[config.mk]
export PLATFORM = sky130hd
export DESIGN_NAME = fmp_front
export DESIGN_NICKNAME = d
export VERILOG_FILES = /design/src/rtl/fmp_pkg.sv /design/src/rtl/fmp_front.sv
export SDC_FILE = /design/constraint.sdc
export NUM_CORES = 1
export LEC_CHECK = 0
export ABC_AREA = 1
export CAP_MARGIN = 25
export CORE_MARGIN = 2
export CORE_UTILIZATION = 65
export CTS_CLUSTER_SIZE = 28
export DETAILED_ROUTE_END_ITERATION = 8
export DONT_BUFFER_PORTS = 1
export PLACE_DENSITY = 0.78
export SLEW_MARGIN = 20
export SYNTH_ARGS = -nofsm -noshare
export SYNTH_HDL_FRONTEND = slang
export SYNTH_SLANG_ARGS = --single-unit
export TNS_END_PERCENT = 5
[constraint.sdc]
create_clock -name clk_i -period 6.3 [get_ports clk_i]
set_input_delay 0 -clock clk_i [delete_from_list [all_inputs] [get_ports clk_i]]
set_output_delay 0 -clock clk_i [all_outputs]
set_load 0.05 [all_outputs]
[src/rtl/fmp_pkg.sv]
`default_nettype none

package fmp_pkg;

  localparam int FMP_MAX_WIDTH  = 64;
  localparam int FMP_MAX_HEIGHT = 64;
  localparam int FMP_PIXEL_BITS = 16;

  localparam int CFG_SIZE_BITS  = 7;
  localparam int CFG_SAMP_BITS  = 16;
  localparam int CFG_IDX_BITS   = 3;
  localparam int POS_BITS       = 6;
  localparam int INDEX_BITS     = 12;
  localparam int QUEUE_DEPTH    = 2;

  typedef enum logic [CFG_IDX_BITS-1:0] {
    CFG_IN_WIDTH    = 3'd0,
    CFG_IN_HEIGHT   = 3'd1,
    CFG_OUT_WIDTH   = 3'd2,
    CFG_OUT_HEIGHT  = 3'd3,
    CFG_POOL_WIDTH  = 3'd4,
    CFG_POOL_HEIGHT = 3'd5,
    CFG_SAMPLE_W    = 3'd6,
    CFG_SAMPLE_H    = 3'd7
  } cfg_idx_e;

  typedef enum logic [1:0] {
    KIND_LOAD  = 2'd0,
    KIND_QUERY = 2'd1,
    KIND_BAD   = 2'd2
  } kind_e;

  typedef enum logic [2:0] {
    BK_IDLE  = 3'd0,
    BK_MUL   = 3'd1,
    BK_DIV   = 3'd2,
    BK_SCAN  = 3'd3,
    BK_DRAIN = 3'd4
  } back_state_e;

  typedef struct packed {
    logic [CFG_SIZE_BITS-1:0] in_w;
    logic [CFG_SIZE_BITS-1:0] in_h;
    logic [CFG_SIZE_BITS-1:0] out_w;
    logic [CFG_SIZE_BITS-1:0] out_h;
    logic [CFG_SIZE_BITS-1:0] pool_w;
    logic [CFG_SIZE_BITS-1:0] pool_h;
    logic [CFG_SAMP_BITS-1:0] samp_w;
    logic [CFG_SAMP_BITS-1:0] samp_h;
  } cfg_t;

  typedef struct packed {
    kind_e               kind;
    logic [POS_BITS-1:0] row;
    logic [POS_BITS-1:0] col;
  } item_t;

endpackage

`default_nettype wire

[src/rtl/fmp_front.sv]
`default_nettype none

module fmp_front
  import fmp_pkg::*;
#(
  parameter int MAX_WIDTH  = FMP_MAX_WIDTH,
  parameter int MAX_HEIGHT = FMP_MAX_HEIGHT,
  parameter int PIXEL_BITS = FMP_PIXEL_BITS
) (
  input  wire logic                         clk_i,
  input  wire logic                         rst_ni,
  input  wire cfg_t                         cfg_i,
  input  wire logic                         start_i,
  output logic                              busy_o,
  input  wire logic                         req_type_i,
  input  wire logic [POS_BITS-1:0]          pixel_row_i,
  input  wire logic [POS_BITS-1:0]          pixel_col_i,
  input  wire logic signed [PIXEL_BITS-1:0] pixel_value_i,
  input  wire logic [POS_BITS-1:0]          out_row_i,
  input  wire logic [POS_BITS-1:0]          out_col_i,
  output item_t                             head_o,
  output logic signed [PIXEL_BITS-1:0]      head_value_o,
  output logic                              empty_o,
  input  wire logic                         pop_i
);

  localparam int PW = $clog2(QUEUE_DEPTH);

  item_t                        item_q  [QUEUE_DEPTH];
  logic signed [PIXEL_BITS-1:0] value_q [QUEUE_DEPTH];
  logic [PW-1:0]                wr_q, wr_d, rd_q, rd_d;
  logic [PW:0]                  cnt_q, cnt_d;

  logic  accept, push, axis_w_ok, axis_h_ok, load_in;
  item_t item_new;

  function automatic logic axis_ok(input logic [CFG_SIZE_BITS-1:0] in_sz,
                                   input logic [CFG_SIZE_BITS-1:0] out_sz,
                                   input logic [CFG_SIZE_BITS-1:0] pool_sz,
                                   input int                       max_sz);
    logic [CFG_SIZE_BITS:0] reach;
    reach = {1'b0, out_sz} + {1'b0, pool_sz} - 1'b1;
    return (in_sz != '0) && (out_sz != '0) && (pool_sz != '0) &&
           (32'(in_sz) <= max_sz) && (reach <= {1'b0, in_sz});
  endfunction

  assign busy_o    = (cnt_q == (PW+1)'(QUEUE_DEPTH));
  assign accept    = start_i && !busy_o;
  assign axis_w_ok = axis_ok(cfg_i.in_w, cfg_i.out_w, cfg_i.pool_w, MAX_WIDTH);
  assign axis_h_ok = axis_ok(cfg_i.in_h, cfg_i.out_h, cfg_i.pool_h, MAX_HEIGHT);
  assign load_in   = (32'(pixel_row_i) < MAX_HEIGHT) && (32'(pixel_col_i) < MAX_WIDTH);

  // classify: queries are marked good or bad; loads outside the store are dropped here
  always_comb begin
    item_new = '{kind: KIND_LOAD, row: pixel_row_i, col: pixel_col_i};
    push     = accept;
    if (req_type_i) begin
      item_new.row = out_row_i;
      item_new.col = out_col_i;
      if (!axis_w_ok || !axis_h_ok ||
          ({1'b0, out_row_i} >= cfg_i.out_h) || ({1'b0, out_col_i} >= cfg_i.out_w)) begin
        item_new.kind = KIND_BAD;
      end else begin
        item_new.kind = KIND_QUERY;
      end
    end else if (!load_in) begin
      push = 1'b0;
    end
  end

  always_comb begin
    wr_d  = push ? wr_q + 1'b1 : wr_q;
    rd_d  = pop_i ? rd_q + 1'b1 : rd_q;
    cnt_d = cnt_q + (PW+1)'(push) - (PW+1)'(pop_i);
  end

  always_ff @(posedge clk_i or negedge rst_ni) begin
    if (!rst_ni) begin
      wr_q  <= '0;
      rd_q  <= '0;
      cnt_q <= '0;
    end else begin
      wr_q  <= wr_d;
      rd_q  <= rd_d;
      cnt_q <= cnt_d;
    end
  end

  always_ff @(posedge clk_i) begin
    if (push) begin
      item_q[wr_q]  <= item_new;
      value_q[wr_q] <= pixel_value_i;
    end
  end

  assign head_o       = item_q[rd_q];
  assign head_value_o = value_q[rd_q];
  assign empty_o      = (cnt_q == '0);

endmodule

`default_nettype wire

==> reports/metrics.cfg, run 1 <==
[outcome]
status = completed

[routing]
firstDrtPassIters = 4
drt_iter0_markers = 113
via_count = 2968
ant_nets = 0
wl_mm = 9.260
wl_per_cell_um = 16.90
viasPerCell = 5.416
drc = 0

[timing]
setup_violations = 0
min_period_ps = 2432
final.setup.tns_ps = 0
slew_violations = 0
fin_crit_sh = 0.3860
fin_hold_ws_ps = 54.26
finClkSkew_ps = 4.203
hold_viol = 0
rsz0062_at_grt = no
clock.fmax_mhz = 411.3
relSlewSlack = 0.4160
worst_pin_slew_ps = 872.7

[clocking]
clkTransAtPathRegs_ps = 70
cts_buffers = 9
ctsHtreeMaxLevel = 3
cts_root_buffer = clkbuf_8
cts_setup_buffers = 0
cts_sinks = 64
clock_latency_ps = 320
cts_tree = built
cts_buffer_depth = 2

[floorplan]
initial_core_util = 0.6639
die_w_um = 84.08
design.die.area_sq_mm = 0.007069
fp.dieH_um = 84.08
core_area_sq_mm = 0.006277
rows = 29
ioPinCount = 151

[pwr]
p_clk_frac = 0.201
p_switching_w = 0.0007864
p_comb_frac = 0.452
p_sw_frac = 0.4330
power_leakage_nw = 2.290
ir_drop_mv = 0.3678
p_per_area_mw_per_mm2 = 371.4
internal_power_w = 0.001030
seqPwrFrac = 0.347

[yosys]
synthArstFlopShare = 0.06250
yosys_warnings = 0
syn_inst = 416
synth.distinct_cells = 32
synth-edff-count = 60
postSynthAreaPerCell_sq_um = 10.02
syn-cell-area_sq_mm = 0.004168
dominantRegCellSynth = edfxtp_1
synth-seq-area-share = 0.4563
synth_fp_nets = 591
synth-seq-cells = 64

[final_layout]
fin_nets = 642
n_fill_cell = 410
syn_to_final_growth_pct = 17.32
n_antenna_cell = 0
final_layout_size_suffix_gt1_frac = 0.1253
finalInstanceArea_sq_mm = 0.004890
stdcell_count = 548

[worst_setup_path]
cp_slowest_cell = fa_1
required_ps = 6360
startpoint_type = primary input
crit_path_end_kind = flop
cp_max_fo = 3
cp_data_arrival_time_ps = 2490
cpPeakStageDelay_ps = 390
crit_type = in -> reg
cp_cell_sequence = inv_1 > ha_1 > inv_1 > ha_1 > inv_1 > fa_1 > inv_1 > nand2_1 > nand2_2 > nand2_1 > xnor2_1 > ha_1 > a21o_1 > a21oi_1 > a21boi_0 > nor2_2 > nand4_2 > nor2_2 > nor2_1
worst_path_most_repeated_cell = inv_1

[grt]
grt_max_degree = 31
grt_pass1_vias = 3223
gr-total-overflow = 0
grt_usage = 0.2710
grt_pass1_wl_mm = 14.97
antenna_found_initial = 0

[placed_design]
placed_cell_area_sq_mm = 0.004269
place.gp.congestion = 0.8359
dpl.cell_count = 491
dp_hpwl_mm = 6.378
io_buffers = 0

[flow_run]
maxCapViolations = 0

[min_path]
min_path_type = in -> reg

==> worst paths after layout <==
kind / end / start / slack, ps / depth (start not counted)
worst max-delay path: item_q[0][13] / cfg_i[47] / 3870 / 19
worst min-delay path: wr_q / start_i / 50 / 2
worst max register to register: cnt_q[1] / cnt_q[0] / 4330 / 6
worst min register to register: cnt_q[0] / cnt_q[0] / 580 / 1
max in group asynchronous: rd_q / rst_ni / 5610 / 2
min in group asynchronous: wr_q / rst_ni / 500 / 2
==> power groups by stage <==
stage | clock (W) | combinational, W | sequential [W]
3_3_place_gp | 0 | 0.000776 | 0.000624
6_report | 0.000364 | 0.000821 | 0.000630
3_5_place_dp | 0 | 0.000788 | 0.000633
4_1_cts | 0.000361 | 0.000819 | 0.000624
5_1_grt | 0.000385 | 0.000876 | 0.000640
2_1_floorplan | 0 | 0.000705 | 0.000617
==> area by class of cell <==
class / instances / area, sq um / area share
clock inverters: 5 / 72.57 / 0.01484
repair buffers: 45 / 442.9 / 0.09058
inverters: 88 / 330.3 / 0.06755
multi-input cells: 259 / 1918 / 0.3923
flip-flops and latches: 64 / 1902 / 0.3889
well taps: 77 / 96.34 / 0.01970
clock buffers: 10 / 127.6 / 0.02610
==> registers in the layout, indices dropped and copies added, names as in the netlist <==
name	cells
value_q	32
rd_q	1
item_q	28
cnt_q	2
wr_q	1
==> cells by family (layout without fill, tap and decap cells) <==
logic type | count (synthesis) | in the layout | share of synthesized area
AOI/OAI and AO/OA | 30 | 30 | 0.04383
adders and majority gates | 56 | 56 | 0.1717
buffers and inverters | 93 | 148 | 0.08466
DFF | 64 | 64 | 0.4563
and+or+nand+nor | 131 | 131 | 0.1372
xor gates and xnor gates | 12 | 12 | 0.02522
muxes | 30 | 30 | 0.08106
==> cells in the mapped netlist, types with 3 or more instances <==
cell type | count | share of area
dfrtp_1 | 4 | 0.024
mux2_2 | 30 | 0.081
ha_1 | 54 | 0.16
xnor2_1 | 8 | 0.017
edfxtp_1 | 60 | 0.43
nand2_1 | 72 | 0.065
nand4_1 | 7 | 0.011
buf_2 | 3 | 0.0036
o21ai_0 | 6 | 0.0072
a21oi_1 | 13 | 0.016
nand3_1 | 10 | 0.012
nor2_1 | 31 | 0.028
xor2_1 | 4 | 0.0084
a21o_1 | 3 | 0.0054
inv_1 | 87 | 0.078
==> stage by stage <==
stage | worst slack (ps) | utilization | total power (W)
floorplan | 3770 | - | 0.001322
global placement | 3573 | 0.6801 | 0.001400
detailed placement | 3539 | 0.6801 | 0.001421
CTS | 3874 | 0.7790 | 0.001804
global route | 3634 | 0.7790 | 0.001900
finish | 3868 | 0.7790 | 0.001816
==> layout by cell type (no fill, tap or decap), drive strengths merged <==
| cell | Yosys | final |
|---|---|---|
| a21boi | 1 | 1 |
| xor2 | 4 | 4 |
| bufinv | 0 | 2 |
| nand3b | 1 | 1 |
| mux2 | 30 | 30 |
| buf | 3 | 3 |
| o211a | 1 | 1 |
| fa | 2 | 2 |
| nand4 | 8 | 8 |
| inv | 88 | 88 |
| a21oi | 13 | 13 |
| clkinv | 0 | 3 |
| a21o | 4 | 4 |
| nand3 | 12 | 12 |
| o21bai | 1 | 1 |
| xnor2 | 8 | 8 |
| dlygate4sd3 | 0 | 42 |
| nor3 | 2 | 2 |
| a22oi | 2 | 2 |
| edfxtp | 60 | 60 |
| nand2 | 74 | 74 |
| ha | 54 | 54 |
| o211ai | 1 | 1 |
| dfrtp | 4 | 4 |
| clkbuf | 2 | 10 |
| and3 | 1 | 1 |
| nor2 | 33 | 33 |
| o21ai | 7 | 7 |
==> timing repair <==
item / in CTS / in global routing
hold endpoints to repair: 61 / 0
setup endpoints to repair: 0 / 0
hold buffers: 42 / 0
gates resized for setup: 0 / 0
==> worst max-delay path: cells and delay by family <==
family	cells	cell delay, ps
adder cells (fa/ha/maj)	4	1050
AND/OR/NAND/NOR	7	600
XOR/XNOR	1	160
AO/OA/AOI/OAI	3	390
buffers and inverters	4	280
==> metal layers <==
layer	global-route usage	routed length (um)	vias up	share of wire
li1	-	-	1477	-
met1	0.2993	3487	1357	0.38
met2	0.5051	4900	114	0.53
met3	0.06231	662	20	0.071
met4	0.09384	210	0	0.023
met5	0	0	-	0
(Power assumes the default switching activity.)
==> run 2, diff against run 1 <==
CORE_UTILIZATION = 64   (was 65)
PLACE_DENSITY = 0.77   (was 0.78)
clock period = 2.5 ns   (was 6.3 ns; I/O delays follow)
==> reports/metrics.cfg, run 2 (synthesis results as in run 1) <==
[worst_setup_path]
cp_data_arrival_time_ps = 2390  ; -100 ps
required_ps = 2570  ; -3790 ps
cp_cell_sequence = inv_1 > ha_1 > inv_1 > ha_1 > inv_1 > fa_1 > o21ai_2 > xor2_1 > ha_1 > nand2_1 > inv_1 > nand2_1 > nand2_1 > nand2_1 > nand2_1 > nand2_1 > nand4_2 > nor2_2 > nor2_1
crit_path_end_kind = flop
cp.buffers_inverters = 4  ; unchanged
worstRegToRegCells = 6  ; unchanged
worst_path_most_repeated_cell = nand2_1
crit_type = in -> reg
cp.depth = 19  ; unchanged
critPathTopFamily = adder cells
reg2reg_from = cnt_q[0]
startpoint_type = primary input
cp_max_fo = 2  ; -1
r2r-end = cnt_q[1]
r2r_slack_ps = 610  ; -3720 ps
cpPeakStageDelay_ps = 420  ; +30 ps
cp_slowest_cell = fa_1

[routing]
wl_mm = 9.002  ; -2.8%
via_count = 3061  ; +3.1%
drc = 0  ; unchanged
wl_per_cell_um = 16.08  ; -4.9%
drt_iter0_markers = 129  ; +14%
ant_nets = 0  ; unchanged
viasPerCell = 5.466  ; +0.92%
firstDrtPassIters = 4  ; unchanged

[pwr]
p_clk_frac = 0.168  ; -0.033
internal_power_w = 0.002421  ; +140%
ir_drop_mv = 1.173  ; +220%
p_switching_w = 0.001999  ; +150%
power_w = 0.004420  ; +140%
seqPwrFrac = 0.352  ; +0.005
p_comb_frac = 0.480  ; +0.028
p_per_area_mw_per_mm2 = 893.0  ; +140%
power_leakage_nw = 2.312  ; +0.94%
p_sw_frac = 0.4522  ; +0.01920

[final_layout]
final_layout_size_suffix_gt1_frac = 0.1535  ; +0.02826
syn_to_final_growth_pct = 18.76
reg_top3 = value_q: 32 flops, item_q: 28 flops, cnt_q: 2 flops
max_flop_register = value_q
fin_nets = 652  ; +1.6%
multi_input_area_sq_mm = 0.001937  ; +0.98%
final_cell_mix = inv_1 (87), nand2_1 (72), edfxtp_1 (60)
layout_commonest_cell = inv_1
n_fill_cell = 434  ; +5.9%
regArea_sq_mm = 0.001902  ; unchanged
largest_reg_flops = 32  ; unchanged

[min_path]
holdPathEnd = wr_q
hold_start = start_i
min_path_cells = 2  ; unchanged
min_path_type = in -> reg

[grt]
antenna_found_initial = 1  ; +1
grt_pass1_vias = 3205  ; -0.56%
gr-total-overflow = 0  ; unchanged
grt_pass1_wl_mm = 14.23  ; -5.0%
grt_max_degree = 32  ; +3.2%
grt_usage = 0.2588  ; -0.01224

[flow_run]
maxCapViolations = 0  ; unchanged

[placed_design]
place.gp.congestion = 0.9089  ; +8.7%
dp_hpwl_mm = 6.354  ; -0.38%
io_buffers = 0  ; unchanged

[clocking]
clkTransAtPathRegs_ps = 70  ; about the same
ctsHtreeMaxLevel = 3  ; unchanged
cts_buffers = 9  ; unchanged
cts_root_buffer = clkbuf_8
cts_buffer_depth = 2  ; unchanged
cts_sinks = 64  ; unchanged
clock_latency_ps = 340  ; +20 ps
cts_tree = built

[timing]
hold_viol = 0  ; unchanged
relSlewSlack = 0.4166  ; +0.0005420
clock.fmax_mhz = 432.0
setup_violations = 0  ; unchanged
min_period_ps = 2315
finClkSkew_ps = 5.535  ; +1.332 ps
fin_crit_sh = 0.9260
worst_pin_slew_ps = 871.9  ; -0.8104 ps
slew_violations = 0  ; unchanged
final.setup.tns_ps = 0  ; unchanged

[floorplan]
core_area_sq_mm = 0.006314  ; +0.58%
ioPinCount = 151  ; unchanged
die_w_um = 84.70  ; +0.74%
rows = 29  ; unchanged
fp.dieH_um = 84.70  ; +0.74%
design.die.area_sq_mm = 0.007173  ; +1.5%
initial_core_util = 0.6601  ; -0.003816

[outcome]
status = completed

-- run 2: per-stage QoR --
| stage | hold WS, ps | setup slack, ps | area, sq um | cells | utilization |
|---|---|---|---|---|---|
| final | 32.00 | 184.9 | 4950 | 560 | 0.7840 |
| after floorplan | -295.6 | 21.70 | 4170 | 416 | - |
| after CTS | 25.98 | 170.1 | 4923 | 558 | 0.7798 |
| after detailed placement | -295.5 | -187.2 | 4339 | 500 | 0.6873 |
| after global placement | -295.5 | -64.97 | 4339 | 500 | 0.6873 |
| after global routing | 51.88 | -1.343 | 4950 | 560 | 0.7840 |
-- run 2: worst max path at each step --
stage / startpoint / end / slack [ps]
6_report: cfg_i[54] / item_q[0][13] / 180
5_1_grt: cfg_i[54] / item_q[0][13] / -1
4_1_cts: cfg_i[54] / item_q[1][13] / 170
3_5_place_dp: cfg_i[54] / item_q[0][13] / -190
3_3_place_gp: cfg_i[47] / item_q[0][13] / -60
2_1_floorplan: cfg_i[47] / item_q[0][13] / 20
-- run 2: routing by layer --
metal  up-vias  wire, um  GRT usage
li1       1499         -          -
met1      1419      3431     0.2802
met2       115      4654     0.4588
met3        28       578    0.06490
met4         0       337     0.1457
met5         -         0          0
-- run 2: power by group through the flow --
stage	clock network [W]	registers (W)	logic (W)
3_3_place_gp	0	0.00155	0.00201
6_report	0.000743	0.00156	0.00212
5_1_grt	0.000796	0.00157	0.00226
4_1_cts	0.000736	0.00155	0.00211
3_5_place_dp	0	0.00157	0.00203
2_1_floorplan	0	0.00155	0.00178
-- run 2: cell type report --
| cell class | instances | area share |
|---|---|---|
| Inverter | 88 | 0.06673 |
| Tap cell | 77 | 0.01946 |
| Sequential cell | 64 | 0.3842 |
| Clock inverter | 6 | 0.007331 |
| Multi-Input combinational cell | 259 | 0.3913 |
| Clock buffer | 10 | 0.02578 |
| Timing Repair Buffer | 55 | 0.1047 |
| Antenna cell | 1 | 0.0005056 |
-- run 2: timing repair --
| item | 4_1_cts | 5_1_grt |
|---|---|---|
| setup endpoints to repair | 0 | 4 |
| hold endpoints to repair | 61 | 0 |
| buffers inserted | 0 | 1 |
| hold buffers | 42 | 0 |
| resized for setup | 0 | 2 |
==> run 3, diff against run 2 <==
CORE_ASPECT_RATIO = 0.6   (was not set)
==> reports/metrics.cfg, run 3 (synthesis results as in run 1) <==
[pwr]
internal_power_w = 0.002434  ; +0.54%
p_per_area_mw_per_mm2 = 902.6  ; +1.1%
p_sw_frac = 0.4571  ; +0.004868
p_comb_frac = 0.472  ; -0.008
ir_drop_mv = 0.6395  ; -45%
p_switching_w = 0.002049  ; +2.5%
p_clk_frac = 0.176  ; +0.008
seqPwrFrac = 0.352  ; about the same
power_leakage_nw = 2.327  ; +0.67%

[grt]
met3_usage = 0.1164  ; +0.05154
gr-total-overflow = 0  ; unchanged
grt_pass1_vias = 3151  ; -1.7%
grt_pass1_wl_mm = 14.76  ; +3.7%
met1_usage = 0.3395  ; +0.05939
met2_usage = 0.4819  ; +0.02308
grt_usage = 0.2827  ; +0.02391
grt_max_degree = 31  ; -3.1%
antenna_found_initial = 0  ; -1
top_usage_layer = met2

[final_layout]
fin_nets = 651  ; -0.15%
regArea_sq_mm = 0.001902  ; unchanged
n_antenna_cell = 0  ; -1
final_layout_size_suffix_gt1_frac = 0.1538  ; +0.0003192
syn_to_final_growth_pct = 19.18
reg_top3 = value_q: 32 flops, item_q: 28 flops, cnt_q: 2 flops
largest_reg_flops = 32  ; unchanged
multi_input_area_sq_mm = 0.001937  ; unchanged
layout_commonest_cell = inv_1
final_cell_mix = inv_1 (87), nand2_1 (72), edfxtp_1 (60)
max_flop_register = value_q
n_fill_cell = 387  ; -11%

[clocking]
cts_tree = built
clkTransAtPathRegs_ps = 80  ; about the same
cts_root_buffer = clkbuf_8
cts_sinks = 64  ; unchanged
cts_buffer_depth = 2  ; unchanged
cts_buffers = 9  ; unchanged
clock_latency_ps = 340  ; about the same
ctsHtreeMaxLevel = 3  ; unchanged
cts_setup_buffers = 0  ; unchanged

[placed_design]
io_buffers = 0  ; unchanged
place_ws_ps = -193.7  ; -6.473 ps
dp_hpwl_mm = 6.659  ; +4.8%
place.gp.congestion = 0.8103  ; -11%

[worst_setup_path]
startpoint_type = primary input
cp_max_fo = 2  ; unchanged
r2r_slack_ps = 380  ; -230 ps
cp.depth = 19  ; unchanged
reg2reg_from = cnt_q[0]
required_ps = 2570  ; about the same
r2r-end = cnt_q[1]
crit_type = in -> reg
crit_start = cfg_i[33]
crit_path_end_kind = flop
cp_slowest_cell = fa_2
cp_cell_sequence = inv_1 > ha_1 > inv_1 > ha_1 > inv_1 > fa_2 > inv_1 > nand2_1 > nand2_2 > nand2_1 > xnor2_2 > ha_1 > and3_1 > nand4_1 > a21boi_1 > nor2_2 > nand4_2 > nor2_2 > nor2_1
critPathTopFamily = adder cells
cpPeakStageDelay_ps = 340  ; -80 ps
cp.buffers_inverters = 4  ; unchanged
crit_path_end = item_q[0][13]
worst_path_most_repeated_cell = inv_1
worstRegToRegCells = 6  ; unchanged
cp_data_arrival_time_ps = 2410  ; +20 ps

[timing]
min_period_ps = 2343  ; +27.96 ps
clock.fmax_mhz = 426.8  ; -1.2%
hold_viol = 0  ; unchanged
setup_violations = 0  ; unchanged
fin_hold_ws_ps = 37.52  ; +5.522 ps
fin_crit_sh = 0.9372  ; +0.01118
setup_ws_ps = 157.0  ; -27.96 ps
worst_pin_slew_ps = 881.5  ; +9.594 ps
slew_violations = 0  ; unchanged
rsz0062_at_grt = no
finClkSkew_ps = 8.611  ; +3.075 ps
relSlewSlack = 0.4061  ; -0.01046

[routing]
viasPerCell = 5.501  ; +0.64%
wl_per_cell_um = 16.83  ; +4.7%
via_count = 3108  ; +1.5%
drc = 0  ; unchanged
ant_nets = 0  ; unchanged
drt_iter0_markers = 125  ; -3.1%
wl_mm = 9.509  ; +5.6%
firstDrtPassIters = 4  ; unchanged

[min_path]
min_path_type = in -> reg
hold_start = out_col_i[0]

[floorplan]
fp.dieH_um = 66.51  ; -21%
rows = 22  ; -24%
ioPinCount = 151  ; unchanged
die_w_um = 108.2  ; +28%
design.die.area_sq_mm = 0.007195  ; +0.30%
initial_core_util = 0.6729  ; +0.01280
core_area_sq_mm = 0.006193  ; -1.9%

[outcome]
status = completed

[flow_run]
maxCapViolations = 0  ; unchanged

run 3: routing by layer:
layer  routed length [um]  vias to the layer above
li1                     -                     1503
met4                   89                        0
met5                    0                        -
met1                 3854                     1447
met2                 4497                      147
met3                 1067                       11
run 3: how the worst min path moves through the flow:
stage | endpoint | slack, ps | cells after the start
finish | item_q[0][0] | 40 | 2
global route | item_q[1][0] | 60 | 2
CTS | cnt_q[1] | 50 | 3
detailed placement | rd_q | -300 | 0
global placement | cnt_q[1] | -300 | 0
floorplan | cnt_q[0] | -300 | 0
run 3: cell type report:
| type | count | share of cell area |
|---|---|---|
| tap | 84 | 0.02116 |
| clock inverter | 7 | 0.01134 |
| sequential | 64 | 0.3829 |
| clock buffer | 9 | 0.02494 |
| inverter | 88 | 0.06650 |
| multi-input combinational | 259 | 0.3899 |
| timing repair buffer | 54 | 0.1033 |
run 3: repair_timing:
action | CTS | global route
endpoints found under the setup margin | 0 | 2
hold buffers | 43 | 0
gates resized for setup | 0 | 3
hold endpoints to repair | 61 | 0
run 3: power by group through the flow:
| stage | clock [W] | combinational, W | sequential, W |
|---|---|---|---|
| finish | 0.000790 | 0.00212 | 0.00158 |
| global route | 0.000851 | 0.00226 | 0.00160 |
| CTS | 0.000790 | 0.00210 | 0.00157 |
| detailed placement | 0 | 0.00203 | 0.00159 |
| global placement | 0 | 0.00199 | 0.00158 |
| floorplan | 0 | 0.00178 | 0.00155 |
run 3: through the flow:
step | util | std cells | TNS, ps | cell area (sq um) | power [W]
global route | 0.8020 | 565 | 0 | 4967 | 0.004711
finish | 0.8020 | 565 | 0 | 4967 | 0.004484
detailed placement | 0.7016 | 506 | -607.9 | 4345 | 0.003624
floorplan | - | 416 | 0 | 4170 | 0.003332
CTS | 0.8002 | 565 | 0 | 4956 | 0.004464
global placement | 0.7016 | 506 | -239.2 | 4345 | 0.003568
